<file path="src/hdl/msched_pkg.sv">
`timescale 1ns / 1ps
// shared types, sizes and codes of the multi-policy task scheduler
// no dependencies

package msched_pkg;

  localparam int TABLE_DEPTH = 16;
  localparam int ID_BITS     = 8;
  localparam int TIME_BITS   = 16;
  localparam int PRIO_BITS   = 8;
  localparam int ARR_BITS    = 32;
  localparam int CTR_BITS    = 32;
  localparam int IDX_W       = $clog2(TABLE_DEPTH);
  localparam int CNT_W       = $clog2(TABLE_DEPTH + 1);

  localparam int IN_DATA_W   = 8 * ((ID_BITS + PRIO_BITS + 3 * TIME_BITS + ARR_BITS + 7) / 8);
  localparam int OUT_RAW_W   = 2 + 1 + ID_BITS + 3 + ID_BITS + CNT_W + 3 * CTR_BITS;
  localparam int OUT_DATA_W  = 8 * ((OUT_RAW_W + 7) / 8);

  typedef enum logic [2:0] {
    POL_FCFS = 3'd0,
    POL_RR   = 3'd1,
    POL_PRIO = 3'd2,
    POL_SJF  = 3'd3,
    POL_SRTF = 3'd4,
    POL_EDF  = 3'd5,
    POL_RSV6 = 3'd6,
    POL_RSV7 = 3'd7
  } policy_e;

  typedef enum logic [1:0] {
    ST_OK   = 2'd0,
    ST_DUP  = 2'd1,
    ST_FULL = 2'd2,
    ST_RSV  = 2'd3
  } status_e;

  typedef enum logic [1:0] {
    CFG_POLICY  = 2'd0,
    CFG_QUANTUM = 2'd1,
    CFG_TICK    = 2'd2,
    CFG_ENABLE  = 2'd3
  } cfg_idx_e;

  typedef struct packed {
    logic [ID_BITS-1:0]   id;
    logic [PRIO_BITS-1:0] prio;
    logic [TIME_BITS-1:0] burst;
    logic [TIME_BITS-1:0] rem;
    logic [TIME_BITS-1:0] dl;
    logic [ARR_BITS-1:0]  arr;
  } task_t;

endpackage

</file>
<file path="src/hdl/msched_better.sv">
`timescale 1ns / 1ps
// shared selection unit: decides whether a scanned slot beats the current best
// depends on msched_pkg

module msched_better (
  input  msched_pkg::policy_e               policy_i,
  input  msched_pkg::task_t                 cand_i,
  input  logic [msched_pkg::CTR_BITS-1:0]   cand_order_i,
  input  logic [msched_pkg::CTR_BITS-1:0]   insert_cnt_i,
  input  msched_pkg::task_t                 best_i,
  input  logic [msched_pkg::CTR_BITS-1:0]   best_age_i,
  output logic [msched_pkg::CTR_BITS-1:0]   cand_age_o,
  output logic                              better_o
);
  import msched_pkg::*;

  logic                 older;
  logic                 arr_tie;
  logic [TIME_BITS-1:0] key_c;
  logic [TIME_BITS-1:0] key_b;

  assign cand_age_o = insert_cnt_i - cand_order_i;
  assign older      = cand_age_o > best_age_i;
  assign arr_tie    = cand_i.arr == best_i.arr;

  always_comb begin
    key_c = cand_i.burst;
    key_b = best_i.burst;
    case (policy_i)
      POL_SRTF: begin
        key_c = cand_i.rem;
        key_b = best_i.rem;
      end
      POL_EDF: begin
        key_c = cand_i.dl;
        key_b = best_i.dl;
      end
      default: begin
        key_c = cand_i.burst;
        key_b = best_i.burst;
      end
    endcase
  end

  always_comb begin
    case (policy_i)
      POL_PRIO: begin
        if (cand_i.prio != best_i.prio) better_o = cand_i.prio > best_i.prio;
        else if (!arr_tie)             better_o = cand_i.arr < best_i.arr;
        else                           better_o = older;
      end
      POL_SJF, POL_SRTF, POL_EDF: begin
        if (key_c != key_b)  better_o = key_c < key_b;
        else if (!arr_tie)   better_o = cand_i.arr < best_i.arr;
        else                 better_o = older;
      end
      default: better_o = older;
    endcase
  end

endmodule

</file>
<file path="src/hdl/multi_policy_task_scheduler.sv">
`timescale 1ns / 1ps
// top level: ready table, running slot, counters and the item sequencer
// depends on msched_pkg and msched_better

// Usage:
//   Input stream s_axis: tuser carries req_type (0 add, 1 tick), tdata the task
//   fields. Output stream m_axis: one result transfer for every input transfer.
//   Configuration: cfg_we_i writes register cfg_idx_i (0 policy, 1 quantum_len,
//   2 tick_len, 3 run_enable) with cfg_data_i; write only while idle.
// Timing:
//   An add or an enabled tick walks all 16 table slots through one shared
//   compare unit, one slot per cycle, then passes through S_DECIDE, for a
//   tick also S_CREDIT, and S_OUT, which loads the output register. A tick
//   while run_enable is low goes from S_IDLE straight to S_OUT. The table
//   scan takes the largest share of the time of an item.
//   One item is in work at a time; s_axis_tready_o is high only when idle.
// Reset:
//   rst_ni clears slot valid bits, running slot, counters and registers to
//   their defaults; slot payload is written before it is ever read.
// Stalls:
//   A finished result waits in the output register while the next item is
//   accepted and worked on; that item stalls at its end until the register
//   frees up.

module multi_policy_task_scheduler (
  input  logic                                 clk_i,
  input  logic                                 rst_ni,
  input  logic                                 s_axis_tvalid_i,
  output logic                                 s_axis_tready_o,
  // task_id, task_priority, burst_len, remaining_len, deadline_time, arrival_time
  input  logic [msched_pkg::IN_DATA_W-1:0]     s_axis_tdata_i,
  // req_type
  input  logic                                 s_axis_tuser_i,
  output logic                                 m_axis_tvalid_o,
  input  logic                                 m_axis_tready_i,
  // add_status, running_valid, running_id, dispatched_flag, preempted_flag,
  // finished_flag, finished_id, ready_total, tick_total, preempt_total,
  // finish_total, zero fill
  output logic [msched_pkg::OUT_DATA_W-1:0]    m_axis_tdata_o,
  input  logic                                 cfg_we_i,
  input  logic [1:0]                           cfg_idx_i,
  input  logic [msched_pkg::TIME_BITS-1:0]     cfg_data_i
);
  import msched_pkg::*;

  typedef enum logic [2:0] {
    S_IDLE,
    S_SCAN,
    S_DECIDE,
    S_CREDIT,
    S_OUT
  } state_e;

  state_e state_q;

  // configuration
  policy_e              policy_q;
  logic [TIME_BITS-1:0] quantum_q;
  logic [TIME_BITS-1:0] tick_q;
  logic                 enable_q;

  // table
  logic                 valid_q [TABLE_DEPTH];
  task_t                slot_q  [TABLE_DEPTH];
  logic [CTR_BITS-1:0]  order_q [TABLE_DEPTH];
  logic [CNT_W-1:0]     ready_cnt_q;
  logic [CTR_BITS-1:0]  ins_cnt_q;

  // running slot
  logic                 run_valid_q;
  task_t                run_q;
  logic [CTR_BITS-1:0]  quant_q;

  logic [CTR_BITS-1:0]  tick_cnt_q;
  logic [CTR_BITS-1:0]  pre_cnt_q;
  logic [CTR_BITS-1:0]  fin_cnt_q;

  // item in work
  logic                 req_tick_q;
  task_t                req_q;
  logic [IDX_W-1:0]     idx_q;
  logic                 dup_q;
  logic                 free_found_q;
  logic [IDX_W-1:0]     free_idx_q;
  logic                 best_found_q;
  logic [IDX_W-1:0]     best_idx_q;
  task_t                best_q;
  logic [CTR_BITS-1:0]  best_age_q;
  status_e              status_q;
  logic                 disp_q;
  logic                 pre_q;
  logic                 fin_q;
  logic [ID_BITS-1:0]   fin_id_q;

  logic                 out_valid_q;
  logic [OUT_DATA_W-1:0] out_data_q;

  // slot write port
  logic                 wr_en;
  logic [IDX_W-1:0]     wr_idx;
  task_t                wr_rec;

  logic                 better;
  logic [CTR_BITS-1:0]  cand_age;
  logic                 want_pre;
  logic [TIME_BITS-1:0] rem_next;
  logic [CTR_BITS:0]    quant_sum;
  logic [CTR_BITS-1:0]  quant_next;
  logic                 in_xfer;
  logic                 out_free;
  logic [OUT_RAW_W-1:0] out_raw;

  msched_better u_better (
    .policy_i     (policy_q),
    .cand_i       (slot_q[idx_q]),
    .cand_order_i (order_q[idx_q]),
    .insert_cnt_i (ins_cnt_q),
    .best_i       (best_q),
    .best_age_i   (best_age_q),
    .cand_age_o   (cand_age),
    .better_o     (better)
  );

  assign s_axis_tready_o = (state_q == S_IDLE);
  assign in_xfer         = s_axis_tvalid_i && s_axis_tready_o;
  assign out_free        = !out_valid_q || m_axis_tready_i;
  assign m_axis_tvalid_o = out_valid_q;
  assign m_axis_tdata_o  = out_data_q;

  always_comb begin
    case (policy_q)
      POL_RR:   want_pre = quant_q >= CTR_BITS'(quantum_q);
      POL_SRTF: want_pre = best_q.rem < run_q.rem;
      POL_EDF:  want_pre = best_q.dl < run_q.dl;
      default:  want_pre = 1'b0;
    endcase
  end

  assign rem_next   = (run_q.rem > tick_q) ? (run_q.rem - tick_q) : '0;
  assign quant_sum  = {1'b0, quant_q} + (CTR_BITS + 1)'(tick_q);
  assign quant_next = quant_sum[CTR_BITS] ? '1 : quant_sum[CTR_BITS-1:0];

  always_comb begin
    wr_en  = 1'b0;
    wr_idx = free_idx_q;
    wr_rec = req_q;
    case (state_q)
      S_DECIDE: begin
        if (!req_tick_q) begin
          wr_en = !dup_q && !(run_valid_q && run_q.id == req_q.id) && free_found_q;
        end else if (run_valid_q && best_found_q && want_pre) begin
          wr_en  = 1'b1;
          wr_idx = best_idx_q;
          wr_rec = run_q;
        end
      end
      S_CREDIT: begin
        wr_rec     = run_q;
        wr_rec.rem = rem_next;
        wr_en      = run_valid_q && rem_next != '0 && policy_q == POL_RR
                     && quant_next >= CTR_BITS'(quantum_q) && free_found_q;
      end
      default: wr_en = 1'b0;
    endcase
  end

  always_ff @(posedge clk_i) begin
    if (wr_en) begin
      slot_q[wr_idx]  <= wr_rec;
      order_q[wr_idx] <= ins_cnt_q;
    end
  end

  assign out_raw = {fin_cnt_q, pre_cnt_q, tick_cnt_q, ready_cnt_q, fin_id_q, fin_q, pre_q,
                    disp_q, (run_valid_q ? run_q.id : {ID_BITS{1'b0}}), run_valid_q,
                    status_q};

  always_ff @(posedge clk_i or negedge rst_ni) begin
    if (!rst_ni) begin
      state_q      <= S_IDLE;
      policy_q     <= POL_FCFS;
      quantum_q    <= TIME_BITS'(100);
      tick_q       <= TIME_BITS'(10);
      enable_q     <= 1'b0;
      for (int i = 0; i < TABLE_DEPTH; i++) valid_q[i] <= 1'b0;
      ready_cnt_q  <= '0;
      ins_cnt_q    <= '0;
      run_valid_q  <= 1'b0;
      run_q        <= '0;
      quant_q      <= '0;
      tick_cnt_q   <= '0;
      pre_cnt_q    <= '0;
      fin_cnt_q    <= '0;
      out_valid_q  <= 1'b0;
      out_data_q   <= '0;
      req_tick_q   <= 1'b0;
      req_q        <= '0;
      idx_q        <= '0;
      dup_q        <= 1'b0;
      free_found_q <= 1'b0;
      free_idx_q   <= '0;
      best_found_q <= 1'b0;
      best_idx_q   <= '0;
      best_q       <= '0;
      best_age_q   <= '0;
      status_q     <= ST_OK;
      disp_q       <= 1'b0;
      pre_q        <= 1'b0;
      fin_q        <= 1'b0;
      fin_id_q     <= '0;
    end else begin
      if (cfg_we_i) begin
        case (cfg_idx_e'(cfg_idx_i))
          CFG_POLICY:  policy_q  <= policy_e'(cfg_data_i[2:0]);
          CFG_QUANTUM: quantum_q <= cfg_data_i;
          CFG_TICK:    tick_q    <= cfg_data_i;
          CFG_ENABLE:  enable_q  <= cfg_data_i[0];
          default:     ;
        endcase
      end

      // in S_OUT the output register is reloaded below instead
      if (out_valid_q && m_axis_tready_i && state_q != S_OUT) out_valid_q <= 1'b0;

      if (wr_en) begin
        valid_q[wr_idx] <= 1'b1;
        ins_cnt_q       <= ins_cnt_q + 1'b1;
      end

      case (state_q)
        S_IDLE: begin
          if (in_xfer) begin
            req_tick_q   <= s_axis_tuser_i;
            req_q.id     <= s_axis_tdata_i[ID_BITS-1:0];
            req_q.prio   <= s_axis_tdata_i[ID_BITS +: PRIO_BITS];
            req_q.burst  <= s_axis_tdata_i[ID_BITS + PRIO_BITS +: TIME_BITS];
            req_q.rem    <= s_axis_tdata_i[ID_BITS + PRIO_BITS + TIME_BITS +: TIME_BITS];
            req_q.dl     <= s_axis_tdata_i[ID_BITS + PRIO_BITS + 2*TIME_BITS +: TIME_BITS];
            req_q.arr    <= s_axis_tdata_i[ID_BITS + PRIO_BITS + 3*TIME_BITS +: ARR_BITS];
            idx_q        <= '0;
            dup_q        <= 1'b0;
            free_found_q <= 1'b0;
            best_found_q <= 1'b0;
            status_q     <= ST_OK;
            disp_q       <= 1'b0;
            pre_q        <= 1'b0;
            fin_q        <= 1'b0;
            fin_id_q     <= '0;
            if (s_axis_tuser_i && !enable_q) begin
              state_q <= S_OUT;
            end else begin
              if (s_axis_tuser_i) tick_cnt_q <= tick_cnt_q + 1'b1;
              state_q <= S_SCAN;
            end
          end
        end

        S_SCAN: begin
          // one slot per cycle through the shared compare unit
          if (valid_q[idx_q]) begin
            if (slot_q[idx_q].id == req_q.id) dup_q <= 1'b1;
            if (!best_found_q || better) begin
              best_found_q <= 1'b1;
              best_idx_q   <= idx_q;
              best_q       <= slot_q[idx_q];
              best_age_q   <= cand_age;
            end
          end else if (!free_found_q) begin
            free_found_q <= 1'b1;
            free_idx_q   <= idx_q;
          end
          idx_q <= idx_q + 1'b1;
          if (idx_q == IDX_W'(TABLE_DEPTH - 1)) state_q <= S_DECIDE;
        end

        S_DECIDE: begin
          if (!req_tick_q) begin
            if (dup_q || (run_valid_q && run_q.id == req_q.id)) status_q <= ST_DUP;
            else if (!free_found_q)                             status_q <= ST_FULL;
            else                                                ready_cnt_q <= ready_cnt_q + 1'b1;
            state_q <= S_OUT;
          end else begin
            if (run_valid_q && best_found_q && want_pre) begin
              // swap running task with best ready task
              run_q     <= best_q;
              quant_q   <= '0;
              pre_q     <= 1'b1;
              disp_q    <= 1'b1;
              pre_cnt_q <= pre_cnt_q + 1'b1;
            end else if (!run_valid_q && best_found_q) begin
              valid_q[best_idx_q] <= 1'b0;
              ready_cnt_q         <= ready_cnt_q - 1'b1;
              run_q               <= best_q;
              run_valid_q         <= 1'b1;
              quant_q             <= '0;
              disp_q              <= 1'b1;
              if (!free_found_q || best_idx_q < free_idx_q) begin
                free_found_q <= 1'b1;
                free_idx_q   <= best_idx_q;
              end
            end
            state_q <= S_CREDIT;
          end
        end

        S_CREDIT: begin
          if (run_valid_q) begin
            run_q.rem <= rem_next;
            quant_q   <= quant_next;
            if (rem_next == '0) begin
              fin_q       <= 1'b1;
              fin_id_q    <= run_q.id;
              run_valid_q <= 1'b0;
              fin_cnt_q   <= fin_cnt_q + 1'b1;
            end else if (wr_en) begin
              // quantum used up: requeue into lowest free slot
              run_valid_q <= 1'b0;
              ready_cnt_q <= ready_cnt_q + 1'b1;
              pre_q       <= 1'b1;
              pre_cnt_q   <= pre_cnt_q + 1'b1;
            end
          end
          state_q <= S_OUT;
        end

        S_OUT: begin
          if (out_free) begin
            out_valid_q <= 1'b1;
            out_data_q  <= OUT_DATA_W'(out_raw);
            state_q     <= S_IDLE;
          end
        end

        default: state_q <= S_IDLE;
      endcase
    end
  end

endmodule

</file>
<file path="config.mk">
export PLATFORM = sky130hd
export DESIGN_NAME = multi_policy_task_scheduler
export DESIGN_NICKNAME = d
export VERILOG_FILES = /design/src/hdl/msched_pkg.sv /design/src/hdl/msched_better.sv /design/src/hdl/multi_policy_task_scheduler.sv
export SDC_FILE = /design/constraint.sdc
export NUM_CORES = 2
export LEC_CHECK = 0
export BUFFER_PORTS_ARGS = -buffer_cell sky130_fd_sc_hd__buf_2
export CAP_MARGIN = 10
export CORE_MARGIN = 1.5
export CORE_UTILIZATION = 59
export CTS_BUF_LIST = sky130_fd_sc_hd__clkbuf_8
export DETAILED_ROUTE_END_ITERATION = 10
export MAX_ROUTING_LAYER = met4
export PLACE_DENSITY = 0.9
export SYNTH_ARGS = -nofsm -noshare
export SYNTH_HDL_FRONTEND = slang
export SYNTH_SLANG_ARGS = --single-unit
</file>
<file path="constraint.sdc">
create_clock -name clk_i -period 13.8 [get_ports clk_i]
set_clock_uncertainty 0.05 [all_clocks]
set_input_delay 4.14 -clock clk_i [delete_from_list [all_inputs] [get_ports clk_i]]
set_output_delay 4.14 -clock clk_i [all_outputs]
set_load 0.02 [all_outputs]
</file>
* Yosys cells after proc, flatten, opt, wreduce, memory -nomap -nowiden *
Memories as Yosys holds them, arrays and structs flattened.
Cells that the tools add are included.
W data, S select, Z words.

cells by class
  eq/ne operators = 43
  magnitude comparators = 15
  multiplexer cells = 117
  add/subtract/negate cells = 10
  bitwise operators = 7
  reduce and logical (&&, ||, !) cells = 64

operators by type and width
  cell                     count
  $mux W96                 4
  $mux W32                 10
  $pmux W96 S2             1
  $add A32 B1 Y32 const B  4
  $pmux W32 S2             2
  $mux W16                 7
  $pmux W16 S2             3
  $ge A32 B16 Y1           2
  $mux W64                 1
  $lt A16 B16 Y1           3
  $mux W4                  10
  $mux W5                  8
  $mux W1                  39
  $ne A2 B2 Y1 const B     17
  $add A32 B16 Y33         1
  $eq A32 B32 Y1           1
  $gt A32 B32 Y1           1
  $lt A32 B32 Y1           1
  $mux W8                  4
  $reduce_and A4 Y1        8
  $sub A32 B32 Y32         1
  $ne A3 B3 Y1 const B     7
  $reduce_and A7 Y1        3
  $and A16 B16 Y16         1
  other kinds (48)         117

storage, ports and cells
  output and inout bits = 130
  memory bits (writable) = 2048
  input bits = 120
  register bits after elaboration = 694
  logic and storage cells = 319
  memories kept = 2

memories
  memory   words  width  rd ports  clocked after memory_dff  wr ports  line                               RTL
  slot_q   16     96     1         0                         1         multi_policy_task_scheduler.sv:64  task_t slot_q [TABLE_DEPTH];
  order_q  16     32     1         0                         1         multi_policy_task_scheduler.sv:65  logic [CTR_BITS-1:0] order_q [TABLE_DEPTH];

* Depth between registers and ports, before layout *
  depth in word-level cells = 18
  gate-level depth with buffers = 35
  mapped depth without buffers = 26

* Cells and area by module *
From an unflattened synthesis, not the netlist that was laid out.

unflattened totals
  cell total of the unflattened synthesis = 7421
  area total of the unflattened synthesis = 115689.7 µm²

by module, submodules not included
  module                       area an instance (µm²)  instances  cells each
  multi_policy_task_scheduler  111230.4                1          6786
  msched_better                4459.3                  1          635

* Least setup slack after synthesis *
OpenSTA, ideal clock, no wires.

  kind = reg-to-reg
  from = register tick_q[0]
  to = register valid_q[10] in the netlist's numbering
  path slack = -0.977 ns
  arrival time = 14.623 ns
  setup time = 0.104 ns
  clock period less this slack = 14.777 ns
  cell stages (with the launch flop) = 23
  path through = dfrtp_1 > ha_1 > fa_1 > a211oi_1 > o211a_1 > o31ai_2 > o211ai_1 > or3_1 > clkbuf_1 > buf_1 > nand2_1 > ha_1 > a21oi_1 > o21ai_0 > nor3_1 > a211oi_1 > nor4_1 > and3_1 > nand4_2 > a21oi_4 > buf_4 > a211oi_1 > o22a_1

between the ends
  word-level cells in the longest chain between the ends = 14
  elaborated cells between the ends (all ways) = 18
  those cells by class = add/sub: 2; order compare: 2; mux: 8; bitwise: 1; reduce/logical: 5

ends and longest elaborated chain
  item                                                                      line                                RTL
  from (decl)                                                               multi_policy_task_scheduler.sv:59   logic [TIME_BITS-1:0] tick_q;
  from (signal assigned)                                                    multi_policy_task_scheduler.sv:216  CFG_TICK: tick_q <= cfg_data_i;
  parallel branches: the longest is 5 deep, another holds $add A32 B16 Y33  n/a
  $logic_and A1 B1 Y1 (*) (2 in series)                                     multi_policy_task_scheduler.sv:161  && quant_next >= CTR_BITS'(quantum_q) && free_found_q;
  $pmux W1 S2 (*)                                                           multi_policy_task_scheduler.sv:147  case (state_q)
  $mux W16 (*)                                                              multi_policy_task_scheduler.sv:225  if (wr_en) begin
  $and A16 B16 Y16 (no line)                                                n/a
  $mux W16                                                                  multi_policy_task_scheduler.sv:290  end else if (!run_valid_q && best_found_q) begin
  $mux W16                                                                  multi_policy_task_scheduler.sv:283  if (run_valid_q && best_found_q && want_pre) begin
  $mux W16                                                                  multi_policy_task_scheduler.sv:277  if (!req_tick_q) begin
  $mux W16 (*)                                                              multi_policy_task_scheduler.sv:230  case (state_q)
  to (signal, indexed assignment)                                           multi_policy_task_scheduler.sv:226  valid_q[wr_idx] <= 1'b1;
  to (signal, indexed assignment)                                           multi_policy_task_scheduler.sv:291  valid_q[best_idx_q] <= 1'b0;
  to (decl)                                                                 multi_policy_task_scheduler.sv:63   logic valid_q [TABLE_DEPTH];

Every way passes the cells marked *.
A chain may end at the register's enable or synchronous reset.

* Worst setup path in the final report *
  from = register idx_q[0]
  to = register best_q[17] in the netlist's numbering

between the ends
  word-level cells in the longest chain between the ends = 8
  elaborated cells between the ends (all ways) = 21
  those cells by class = add/sub: 1; order compare: 4; eq/ne: 3; mux: 8; bitwise: 1; reduce/logical: 2; memory: 2

ends and longest elaborated chain
  item                             line                                      RTL
  from (decl)                      multi_policy_task_scheduler.sv:81         logic [IDX_W-1:0] idx_q;
  from (signal assigned)           multi_policy_task_scheduler.sv:272        idx_q <= idx_q + 1'b1;
  $mem_v2 Z16 W32 (*)              n/a
  $sub A32 B32 Y32 (*)             msched_better.sv:22                       assign cand_age_o = insert_cnt_i - cand_order_i;
  net cand_age[13]                 multi_policy_task_scheduler.sv:104        logic [CTR_BITS-1:0] cand_age;
  $gt A32 B32 Y1 (*)               msched_better.sv:23                       assign older = cand_age_o > best_age_i;
  $mux W1                          msched_better.sv:49, msched_better.sv:54
  $mux W1 (on tied branches)       msched_better.sv:53, msched_better.sv:48
  $pmux W1 S2 (*)                  msched_better.sv:46                       case (policy_i)
  $logic_or A1 B1 Y1 (*)           multi_policy_task_scheduler.sv:262        if (!best_found_q || better) begin
  $reduce_and A3 Y1 (no line) (*)  n/a
  to (signal assigned)             multi_policy_task_scheduler.sv:265        best_q <= slot_q[idx_q];
  to (decl)                        multi_policy_task_scheduler.sv:87         task_t best_q;

The timed path passes the listed nets; every way through them passes the cells marked *. The select of a mux whose other input is x is not followed.

==> metrics.csv <==
metric,value,unit
grt_pass1_wl,469000,µm
reg2reg_to,best_q[17],
coreArea,192000,µm²
fp-row-count,161,
crit_family,compound AO/OA/AOI/OAI gates,
worst-setup-path-type,flop to flop,
layout-drive-gt1-share,26.4,%
tightest_slew,1.35,ns
max-cap-violations,0,
max_slew_margin,9.30,%
reg2regPathDepth,25,
rsz0062_at_grt,no,
power_per_cell_area,191,nW/µm²
hold_viol_final,0,
min_period,10.16,ns
io_pins,250,
synth-edff-count,2048,
critPathSlowestCell,dfrtp_4,
setup_ws,3.64,ns
synth-seq-cells,2742,
route.detailed.drc,0,
dp_hpwl,170000,µm
min_path_cells,1,
clockRootBuffer,clkbuf_8,
clkLatencyLatePin,1.16,ns
synth_warnings,0,
hold-path-endpoint,fin_cnt_q[31],
ctsHoldBuffers,0,
cp_common_cell,o21ai_0,
grt_max_degree,196,
dpl_cell_area,119000,µm²
slowest_delay,1.02,ns
critPathMaxFanout,195,
die_area,196000,µm²
area_delta_synth_final,10.9,%
final_antenna_net_count,0,
synth_ff_type,edfxtp_1,
async_flop_share,25.3,%
netlist_instances,6669,
path_clk_slew,0.08,ns
wire_per_inst,32.0,µm
fp.dieW,443,µm
setup_viol,0,
avgSynthCellArea,17.1,µm²
reg2reg_from,idx_q[0],
synth_cell_types,86,
drt_iter0_drc,12200,
setup_tns,0,ns
slew_violations,0,
die_height,443,µm
post_cts_buffers,0,
antenna_found_initial,12,
gr-total-overflow,0,
cts_buffers,403,
fin_crit_sh,73.6,%
hold_path_class,flop to flop,
mostFrequentLayoutCell,edfxtp_1,
crit_arrival,11.00,ns
port_buffers,244,
cts.sinks,2742,
routed_via_density,7.07,
place_ws,4.80,ns
layout_common_cells,"2048 x edfxtp_1, 684 x dfrtp_1, 645 x mux4_2",
drt_first_pass_iters,10,
worst-path-buf-inv,3,
status,completed,
r2r_setup_slack,3.64,ns
syn_area,114000,µm²
layout.nets,7474,
vdd_ir_drop_max,0.211,mV
setup.worst_path.end_class,flop,
fmax,0.0984,GHz
power_leakage,46.7,nW
htree_levels,5,
design_area,127000,µm²
cp-start-kind,flop,
vias,70700,
place.gp.congestion,0.926,
cts_tree,done,
synth.yosys.seq_area_share,69.0,%
cts_resized,0,
gr-usage-all-layers,33.4,%
grt_pass1_vias,72200,
worstPathRequired,14.64,ns
hold_start,fin_cnt_q[31],
finalWirelength,320000,µm
start_util,59.4,%
clockBufferDepth,4,
where the power goes:
group / internal, mW / switching (mW)
sequential: 9.87 / 0.470
combinational: 2.94 / 4.25
clock: 3.40 / 3.22
metrics by stage:
step	utilization (%)	hold WS (ns)	cells	total power, mW
after CTS	65.9	0.425	9978	23.9
after global routing	65.9	0.442	9992	24.8
after floorplan	-	0.388	6673	14.9
after global placement	61.7	0.405	9245	16.5
final	65.9	0.421	9997	24.1
after detailed placement	61.7	0.412	9247	17.1
synthesized netlist by cell type, drive strengths merged (42+ instances only):
cell type  instances  area share, %
a21o              68           0.45
a21oi            185           0.83
buf               97           0.37
clkbuf           232           0.76
dfrtp            689             15
edfxtp          2048             54
ha               223            2.4
inv              225           0.74
mux2             312            3.1
mux2i             42           0.37
mux4             645             13
nand2            637            2.1
nand3            103           0.45
nand4             61           0.34
nor2             150           0.49
nor3              55           0.26
o21ai            255            1.1
xnor2            101           0.77
xor2              92           0.71
registers in the layout, summed over array words and instances (netlist names), 4 cells and up:
register        count
best_idx_q          4
tick_q             16
pre_cnt_q          32
run_q              96
slot_q           1536
fin_cnt_q          32
req_q              96
order_q           512
quant_q            32
free_idx_q          4
ready_cnt_q         5
m_axis_tdata_o    123
fin_id_q            8
quantum_q          16
best_q             96
ins_cnt_q          32
tick_cnt_q         32
valid_q            16
idx_q               4
best_age_q         32
how the worst max path moves through the flow:
| stage | slack, ns | end | cells after the start | startpoint |
|---|---|---|---|---|
| after floorplan | -0.98 | valid_q[10] | 22 | tick_q[0] |
| after global placement | 5.13 | best_q[0] | 24 | idx_q[0] |
| after detailed placement | 4.80 | best_q[0] | 25 | idx_q[0] |
| after CTS | 4.46 | best_q[65] | 25 | idx_q[0] |
| after global routing | 3.67 | best_q[17] | 25 | idx_q[0] |
| final | 3.64 | best_q[17] | 25 | idx_q[0] |
cells by family after synthesis:
group	synth area share, %
buffers and inverters	1.88
AOI/OAI and AO/OA	3.92
DFF	69.0
and+or+nand+nor	5.04
muxes	16.2
other	0.00328
xor gates and xnor gates	1.48
adders and majority gates	2.49
cell type report:
cell class | count | area [µm²]
timing repair buffer | 379 | 2390
inverter | 225 | 845
fill | 10900 | 65600
clock buffer | 465 | 6400
multi-input combinational | 3377 | 33500
sequential | 2742 | 78900
clock inverter | 266 | 1580
tap | 2526 | 3160
antenna | 17 | 42.5
worst reg2reg max path: stages (launching register included):
cell	delay (ns)
dfrtp_4	1.02
buf_12	0.75
mux4_2	0.79
mux4_2	0.51
inv_1	0.11
ha_1	0.32
o21a_1	0.20
o21a_1	0.19
o21ai_0	0.21
a211oi_1	0.63
nor2_1	0.22
nor2b_1	0.33
o21ai_0	0.20
nand2b_1	0.17
xor2_1	0.31
ha_1	0.19
nand4_1	0.15
nor2_1	0.61
nand2_1	0.54
nor2_1	0.26
a21oi_1	0.12
o21ai_0	0.22
a211o_1	0.19
a32o_4	0.15
buf_12	0.75
o21ai_0	0.71
metal layers:
metal | track usage, % | wire length, µm
met1 | 40.3 | 102000
met2 | 50.7 | 151000
met3 | 9.01 | 44300
met4 | 19.9 | 22600
met5 | - | 0
No activity file was read; power rests on OpenSTA's default activity.
